File: src/hw/rtl/spls_pkg.sv
// ----------------------------------------------------------------------------
// spls_pkg
// Shared types, widths and solve sequence for the similarity pose fit.
// ----------------------------------------------------------------------------
package spls_pkg;

  localparam int COORD_W = 16;
  localparam int CNT_W   = 11;
  localparam int SUM_W   = 26;
  localparam int XP_W    = 42;
  localparam int RAD_W   = 43;
  localparam int WRK_W   = 64;
  localparam int RES_W   = 32;
  localparam int PC_W    = 5;
  localparam logic [CNT_W-1:0] PAIR_CAP = 11'd1024;

  typedef enum logic [2:0] {S_ACC, S_SETTLE, S_RUN, S_DIV, S_OUT} state_t;

  typedef enum logic [1:0] {K_MUL, K_CHECK, K_DIV, K_END} ukind_t;

  typedef enum logic [3:0] {
    P_NONE, P_N_SR, P_SX_SX, P_SY_SY, P_N_XUYV, P_SX_SU, P_SY_SV, P_N_XVYU,
    P_SY_SU, P_SX_SV, P_SU_SH, P_SV_SH, P_A_SX, P_B_SY, P_A_SY, P_B_SX
  } psel_t;

  typedef enum logic [1:0] {OP_NONE, OP_LOAD, OP_ADD, OP_SUB} aop_t;
  typedef enum logic [1:0] {W_DEN, W_NA, W_NB, W_T} wsel_t;
  typedef enum logic [1:0] {D_A, D_B, D_TX, D_TY} dsel_t;

  typedef struct packed {
    ukind_t kind;
    psel_t  psel;
    aop_t   op;
    wsel_t  dst;
    dsel_t  dsel;
  } uop_t;

  typedef struct packed {
    logic   acc_fire;
    logic   clear;
    logic   mul;
    psel_t  psel;
    aop_t   op;
    wsel_t  dst;
    logic   div_start;
    dsel_t  dsel;
    logic   chk;
  } cmd_t;

  typedef struct packed {
    logic den_zero;
    logic div_done;
  } sts_t;

  function automatic uop_t ucode(input logic [PC_W-1:0] pc);
    uop_t u;
    case (pc)
      5'd0:  u = '{K_MUL,   P_N_SR,   OP_LOAD, W_DEN, D_A};
      5'd1:  u = '{K_MUL,   P_SX_SX,  OP_SUB,  W_DEN, D_A};
      5'd2:  u = '{K_MUL,   P_SY_SY,  OP_SUB,  W_DEN, D_A};
      5'd3:  u = '{K_MUL,   P_N_XUYV, OP_LOAD, W_NA,  D_A};
      5'd4:  u = '{K_MUL,   P_SX_SU,  OP_SUB,  W_NA,  D_A};
      5'd5:  u = '{K_MUL,   P_SY_SV,  OP_SUB,  W_NA,  D_A};
      5'd6:  u = '{K_MUL,   P_N_XVYU, OP_LOAD, W_NB,  D_A};
      5'd7:  u = '{K_MUL,   P_SY_SU,  OP_ADD,  W_NB,  D_A};
      5'd8:  u = '{K_MUL,   P_SX_SV,  OP_SUB,  W_NB,  D_A};
      5'd9:  u = '{K_MUL,   P_NONE,   OP_NONE, W_DEN, D_A};
      5'd10: u = '{K_CHECK, P_NONE,   OP_NONE, W_DEN, D_A};
      5'd11: u = '{K_DIV,   P_NONE,   OP_NONE, W_DEN, D_A};
      5'd12: u = '{K_DIV,   P_NONE,   OP_NONE, W_DEN, D_B};
      5'd13: u = '{K_MUL,   P_SU_SH,  OP_LOAD, W_T,   D_A};
      5'd14: u = '{K_MUL,   P_A_SX,   OP_SUB,  W_T,   D_A};
      5'd15: u = '{K_MUL,   P_B_SY,   OP_ADD,  W_T,   D_A};
      5'd16: u = '{K_MUL,   P_NONE,   OP_NONE, W_T,   D_A};
      5'd17: u = '{K_DIV,   P_NONE,   OP_NONE, W_T,   D_TX};
      5'd18: u = '{K_MUL,   P_SV_SH,  OP_LOAD, W_T,   D_A};
      5'd19: u = '{K_MUL,   P_A_SY,   OP_SUB,  W_T,   D_A};
      5'd20: u = '{K_MUL,   P_B_SX,   OP_SUB,  W_T,   D_A};
      5'd21: u = '{K_MUL,   P_NONE,   OP_NONE, W_T,   D_A};
      5'd22: u = '{K_DIV,   P_NONE,   OP_NONE, W_T,   D_TY};
      default: u = '{K_END, P_NONE,   OP_NONE, W_DEN, D_A};
    endcase
    return u;
  endfunction

endpackage

File: src/hw/rtl/spls_ctrl.sv
// ----------------------------------------------------------------------------
// spls_ctrl
// Controller: accumulate phase, solve sequence, divider waits, result beat.
// ----------------------------------------------------------------------------
module spls_ctrl import spls_pkg::*; (
  input  logic clk,
  input  logic rst_n,
  input  logic in_valid,
  input  logic in_last,
  output logic in_ready,
  output logic out_valid,
  input  logic out_ready,
  input  sts_t sts,
  output cmd_t cmd
);

  state_t          state_r, state_nxt;
  logic [PC_W-1:0] pc_r, pc_nxt;
  uop_t            uop;

  assign uop = ucode(pc_r);

  always_ff @(posedge clk) begin
    if (!rst_n) begin
      state_r <= S_ACC;
      pc_r    <= '0;
    end else begin
      state_r <= state_nxt;
      pc_r    <= pc_nxt;
    end
  end

  always_comb begin
    state_nxt = state_r;
    pc_nxt    = pc_r;
    unique case (state_r)
      S_ACC: begin
        if (in_valid && in_last) state_nxt = S_SETTLE;
      end
      S_SETTLE: begin
        state_nxt = S_RUN;
        pc_nxt    = '0;
      end
      S_RUN: begin
        unique case (uop.kind)
          K_MUL: pc_nxt = pc_r + 1'b1;
          K_CHECK: begin
            if (sts.den_zero) state_nxt = S_OUT;
            else pc_nxt = pc_r + 1'b1;
          end
          K_DIV: state_nxt = S_DIV;
          K_END: state_nxt = S_OUT;
        endcase
      end
      S_DIV: begin
        if (sts.div_done) begin
          state_nxt = S_RUN;
          pc_nxt    = pc_r + 1'b1;
        end
      end
      S_OUT: begin
        if (out_ready) state_nxt = S_ACC;
      end
      default: state_nxt = S_ACC;
    endcase
  end

  always_comb begin
    in_ready      = (state_r == S_ACC);
    out_valid     = (state_r == S_OUT);
    cmd.acc_fire  = in_valid && (state_r == S_ACC);
    cmd.clear     = out_ready && (state_r == S_OUT);
    cmd.mul       = (state_r == S_RUN) && (uop.kind == K_MUL);
    cmd.psel      = uop.psel;
    cmd.op        = uop.op;
    cmd.dst       = uop.dst;
    cmd.div_start = (state_r == S_RUN) && (uop.kind == K_DIV);
    cmd.dsel      = uop.dsel;
    cmd.chk       = (state_r == S_RUN) && (uop.kind == K_CHECK);
  end

endmodule

File: config.mk
export PLATFORM = sky130hd
export DESIGN_NAME = spls_ctrl
export DESIGN_NICKNAME = d
export VERILOG_FILES = /design/src/hw/rtl/spls_pkg.sv /design/src/hw/rtl/spls_ctrl.sv
export SDC_FILE = /design/constraint.sdc
export NUM_CORES = 1
export LEC_CHECK = 0
export ABC_AREA = 1
export ABC_CLOCK_PERIOD_IN_PS = 2100
export BUFFER_PORTS_ARGS = -buffer_cell sky130_fd_sc_hd__buf_2
export CAP_MARGIN = 20
export CORE_UTILIZATION = 25
export CTS_CLUSTER_DIAMETER = 50
export DETAILED_ROUTE_END_ITERATION = 10
export SYNTH_ARGS = -nofsm -noshare
export SYNTH_HDL_FRONTEND = slang
export SYNTH_SLANG_ARGS = --single-unit
File: constraint.sdc
create_clock -name clk -period 2.1 [get_ports clk]
set_input_delay 0.105 -clock clk [delete_from_list [all_inputs] [get_ports clk]]
set_output_delay 0.105 -clock clk [all_outputs]
set_load 0.01 [all_outputs]
==> results.yml, run 1 <==
clock_network:
  clk_latency_ns: 0.26
  cts.path.max_buffers: 2
  cts_tree: "done"
  htreeDepth: 1
  clock-sinks: 20
  cts-root-buf: "clkbuf_8"
  numCtsBuffers: 3
  cts.clk_slew.worst_paths_ns: 0.08
sta:
  min_period_ns: 1.97
  slew_headroom_pct: 77.4
  rsz0062_at_grt: "yes"
  setup_viol: 0
  slew_violations: 0
  hold_violations: 0
  finClkSkew_ns: 0.00925
  finalCritPeriodShare_pct: 93.7
  fmax_ghz: 0.508
  fin_tns_setup_ns: 0
  worst_pin_slew_ns: 0.337
power:
  clkPwrFrac_pct: 11.7
  p_int_mw: 1.15
  p_sw_share_pct: 47.5
  p_switching_mw: 1.04
  power.total_mw: 2.20
  pwr-share-seq_pct: 25.2
  p_leak_nw: 0.923
  power.share.combinational_pct: 63.1
  power_density_nw_per_um2: 1270
  max-vdd-ir-drop_v: 0.000328
synthesis:
  ys_seq_area_share_pct: 27.4
  syn-num-nets: 225
  synth_area_um2: 1460
  yosysTopAreaCellShare_pct: 27.4
  async_flop_share_pct: 0
  yosysMostFrequentCell: "nand2_1"
  synth_edf_count: 0
  synthDistinctLibCells: 28
  yosys_register_bits: 20
  synth_flop_cell: "dfxtp_1"
  synth_cells: 210
  synth_area_per_cell_um2: 6.95
  synth_top_area_cell: "dfxtp_1"
  yosys-top-cells-count: "nand2_1 (59), inv_1 (27), nand3_1 (21)"
  yosysWarnings: 0
  yosys-top-cells-area: "dfxtp_1 (27%), nand2_1 (15%), nand3_1 (7.2%)"
routing:
  antenna_left: 0
  vias: 1303
  drt_iter0_drc: 79
  wl_per_cell_um: 9.81
  viasPerCell: 4.26
  routed_wl_mm: 3.00
  dr.pass1.iters: 4
  drc: 0
setup_path:
  crit_path_start: "state_r[0]$_SDFFE_PN0P_"
  required_ns: 2.27
  cp_max_fo: 4
  startpoint_type: "register"
  path_class: "register to register"
  r2r-start: "state_r[0]$_SDFFE_PN0P_"
  critical_path_arrival_ns: 2.13
  cp-end-kind: "register"
placed_design:
  gp_congestion: 0.813
  port_buffers: 23
  placedCellCount: 297
  hpwlAfterDp_mm: 2.29
grt:
  grt_pass1_vias: 1133
  gr-total-overflow: 0
  grt_pass1_wl_mm: 4.97
  antenna_found_initial: 0
  grt_start_max_net_pins: 15
  grt_use_total_pct: 10.5
die:
  coreArea_um2: 5570
  ios: 24
  row_count: 27
  die_area_um2: 6140
  initial_core_util_pct: 26.2
  die_height_um: 78.4
  die_x_um: 78.4
finish:
  multi_input_area_um2: 863
  register_area_um2: 407
  final_cells: 306
  drive_gt1_share_pct: 34.2
  nFillCells: 581
  insertedDiodeCount: 0
  area_growth_pct: 18.4
  nNetsFinal: 251
min_path:
  min_path_type: "primary input to register"
  min_from: "out_ready"
job:
  drv_cap: 0
status:
  status: "complete, no violations"
==> critical path: stages (launching register included) <==
cell	delay (ns)
dfxtp_2	0.32
inv_2	0.07
nor2_1	0.05
nand2_1	0.12
nand2_2	0.09
nor2_4	0.16
buf_6	0.12
nand3b_1	0.08
nand2_2	0.10
nand2_4	0.07
buf_4	0.16
ha_2	0.19
nand2_2	0.09
nand2_1	0.06
nand2_1	0.06
nand2_1	0.04
nand2_1	0.05
nand2_1	0.05
==> metrics by stage <==
step           setup WS [ns]  hold WS, ns  util [%]  cell area, um^2
2_1_floorplan          0.134        0.307         -             1460
3_3_place_gp          0.0905        0.428      28.3             1580
3_5_place_dp          0.0347        0.419      28.3             1580
4_1_cts               0.0195        0.146      29.0             1620
5_1_grt              -0.0184        0.157      31.0             1730
6_report               0.132        0.144      31.0             1730
==> layout by cell type (no fill, tap or decap), types with 6 or more instances in the layout <==
master,instances
a21oi_1,7
buf_2,23
buf_4,11
dfxtp_1,17
inv_1,22
inv_2,6
nand2_1,54
nand2_2,7
nand3_1,18
nand3_2,6
nor2_1,16
==> area by class of cell <==
type / instances / area share, %
sequential: 20 / 23.5
clock buffer: 3 / 2.39
multi-input combinational: 146 / 50.0
tap: 72 / 5.21
inverter: 30 / 6.81
timing repair buffer: 35 / 12.1
==> power groups by stage <==
stage                     clock (mW)  sequential, mW  combinational, mW
final                          0.257           0.554               1.39
after global routing           0.279           0.569               1.57
after CTS                      0.264           0.546               1.24
after detailed placement           0           0.554               1.23
after global placement             0           0.553               1.23
after floorplan                    0           0.542               1.05
==> routing by layer <==
layer	up-vias	GRT usage, %	routed length [um]
li1	699	-	-
met1	567	13.2	1460
met2	32	17.3	1340
met3	5	1.74	129
met4	0	5.56	73
met5	-	0	0
==> cell families after synthesis <==
group                      Yosys count  synth area share [%]
xor gates and xnor gates             1                 0.600
and+or+nand+nor                    124                  43.2
AOI/OAI and AO/OA                   13                  4.97
buffers and inverters               44                  16.9
DFF                                 20                  27.4
adders and majority gates            8                  6.86
==> final timing paths <==
kind	end	slack, ns	depth (start not counted)
max	uop[5]$_DFF_P_	0.13	17
min	state_r[2]$_SDFFE_PN0P_	0.14	4
max reg2reg	uop[5]$_DFF_P_	0.13	17
min reg2reg	state_r[2]$_SDFFE_PN0P_	0.65	4
==> repair_timing <==
item / CTS / global route
hold buffers: 0 / 0
buffers inserted: 0 / 6
resized for setup: 0 / 27
endpoints found under the hold margin: 0 / 0
endpoints found under the setup margin: 0 / 12
==> registers in the layout, indices dropped and copies added (netlist names) <==
| register | count |
|---|---|
| uop | 12 |
| pc_r | 5 |
| state_r | 3 |
Power figures use the tool's default switching activity.
==> inputs of run 2 (changes only) <==
CTS_BUF_LIST = sky130_fd_sc_hd__clkbuf_16   (was not set)
==> run 2 against run 1 <==
Compared with the run above: register-to-register slack is essentially flat; sequential share of layout area is 0.93 points lower; via count up 0.54%; die area stayed put; clock power is 51% higher; global-route usage increased by 0.074 points; final area is 4.1% higher; maximum frequency is 0.54% lower; routed wire length grew 4.3%; clock skew is 0.0050 ns lower; combinational power is 3% higher.
==> results.yml, run 2 (synthesis results as in run 1) <==
status:
  status: "complete, no violations"
die:
  initial_core_util_pct: 26.2
  row_count: 27
  die_height_um: 78.4
  ios: 24
  die_x_um: 78.4
  die_area_um2: 6140
  coreArea_um2: 5570
placed_design:
  hpwlAfterDp_mm: 2.29
  place_ws_ns: 0.0347
  gp_congestion: 0.813
  port_buffers: 23
  placedCellCount: 297
routing:
  viasPerCell: 4.27
  vias: 1310
  drc: 0
  antenna_left: 0
  wl_per_cell_um: 10.2
  dr.pass1.iters: 4
  routed_wl_mm: 3.13
  drt_iter0_drc: 161
setup_path:
  reg2reg_to: "uop[5]$_DFF_P_"
  path_class: "register to register"
  required_ns: 2.25
  crit_family: "simple AND/OR/NAND/NOR gates"
  crit_path_top_delay_cell: "dfxtp_2"
  cp-end-kind: "register"
  crit_path_start: "state_r[0]$_SDFFE_PN0P_"
  crit_buf_inv: 3
  critical_path_arrival_ns: 2.13
  cp_common_cell: "nand2_1"
  r2r-start: "state_r[0]$_SDFFE_PN0P_"
  startpoint_type: "register"
  crit_chain: "inv_2 -> nor2_1 -> nand2_1 -> nand2_2 -> nor2_4 -> buf_6 -> nand3b_1 -> nand2_2 -> nand2_4 -> buf_4 -> ha_4 -> nand2_2 -> nand2_1 -> nand2_1 -> nand2_1 -> nand2_1 -> nand2_1"
  ff2ff_setup_slack_ns: 0.12
  cp_max_fo: 4
  max_stage_delay_ns: 0.32
  worstRegToRegCells: 17
clock_network:
  htreeDepth: 1
  cts_tree: "done"
  numCtsBuffers: 3
  clock-sinks: 20
  cts.path.max_buffers: 2
  cts-root-buf: "clkbuf_16"
  hold_buffers: 0
  cts.clk_slew.worst_paths_ns: 0.06
  clk_latency_ns: 0.25
sta:
  fin_tns_setup_ns: 0
  finalCritPeriodShare_pct: 94.2
  finClkSkew_ns: 0.00423
  slew_violations: 0
  setup_viol: 0
  slew_headroom_pct: 77.4
  fmax_ghz: 0.505
  worst_slack_ns: 0.122
  worst_pin_slew_ns: 0.336
  hold_violations: 0
  min_period_ns: 1.98
  hold_ws_ns: 0.155
min_path:
  hold-path-cell-count: 4
  min_from: "out_ready"
  min_path_type: "primary input to register"
  min_delay_worst_endpoint: "state_r[2]$_SDFFE_PN0P_"
grt:
  gr-total-overflow: 0
  antenna_found_initial: 0
  grt_pass1_vias: 1145
  grt_start_max_net_pins: 15
  grt_use_total_pct: 10.6
  grt_pass1_wl_mm: 5.02
finish:
  largest_register_ffs: 12
  layout.cells.most_common: "nand2_1"
  area_growth_pct: 23.3
  nNetsFinal: 252
  final_cell_mix: "nand2_1 (54), buf_2 (23), inv_1 (21)"
  insertedDiodeCount: 0
  final_cells: 307
  drive_gt1_share_pct: 35.3
job:
  drv_cap: 0
power:
  p_switching_mw: 1.09
  p_sw_share_pct: 45.7
  max-vdd-ir-drop_v: 0.000358
  p_int_mw: 1.29
  power.total_mw: 2.38
  power.share.combinational_pct: 60.3
  p_leak_nw: 0.945
  power_density_nw_per_um2: 1320
  pwr-share-seq_pct: 23.4
  clkPwrFrac_pct: 16.3
[run 2: area by class of cell]
class / count / area [um^2]
clock buffers: 3 / 75.1
fillers: 570 / 3770
flip-flops and latches: 20 / 407
inverters: 30 / 118
repair buffers: 36 / 216
multi-input cells: 146 / 893
well taps: 72 / 90.1
[run 2: power by group through the flow]
stage	Sequential (mW)	Clock, mW	Combinational, mW
finish	0.555	0.387	1.43
global placement	0.553	0	1.23
floorplan	0.542	0	1.05
global route	0.569	0.418	1.62
CTS	0.547	0.400	1.25
detailed placement	0.554	0	1.23
[run 2: tightest hold or removal path: stages]
cell and delay, ns:
buf_2 0.07, inv_1 0.04, nand2_1 0.07, a21oi_1 0.07
[run 2: repair_timing]
item	4_1_cts	5_1_grt
buffers inserted	0	7
setup endpoints to repair	0	12
resized for setup	0	31
[run 2: routing by layer]
metal  up-vias  wire length (um)  track usage (%)
met5         -                 0                0
met4         0                52             5.93
met3         4               196             1.74
met2        51              1420             17.3
met1       555              1460             13.3
li1        700                 -                -
[run 2: worst max-delay path by stage]
stage	end	slack [ns]	depth (start not counted)
final	uop[5]$_DFF_P_	0.12	17
after global routing	uop[8]$_DFF_P_	-0.01	15
after CTS	uop[2]$_DFF_P_	0.02	16
after detailed placement	uop[2]$_DFF_P_	0.03	16
after global placement	uop[5]$_DFF_P_	0.09	17
after floorplan	uop[2]$_DFF_P_	0.13	16
[run 2: metrics by stage]
step	area [um^2]	utilization [%]
2_1_floorplan	1460	-
6_report	1800	32.3
3_5_place_dp	1580	28.3
4_1_cts	1650	29.7
3_3_place_gp	1580	28.3
5_1_grt	1800	32.3
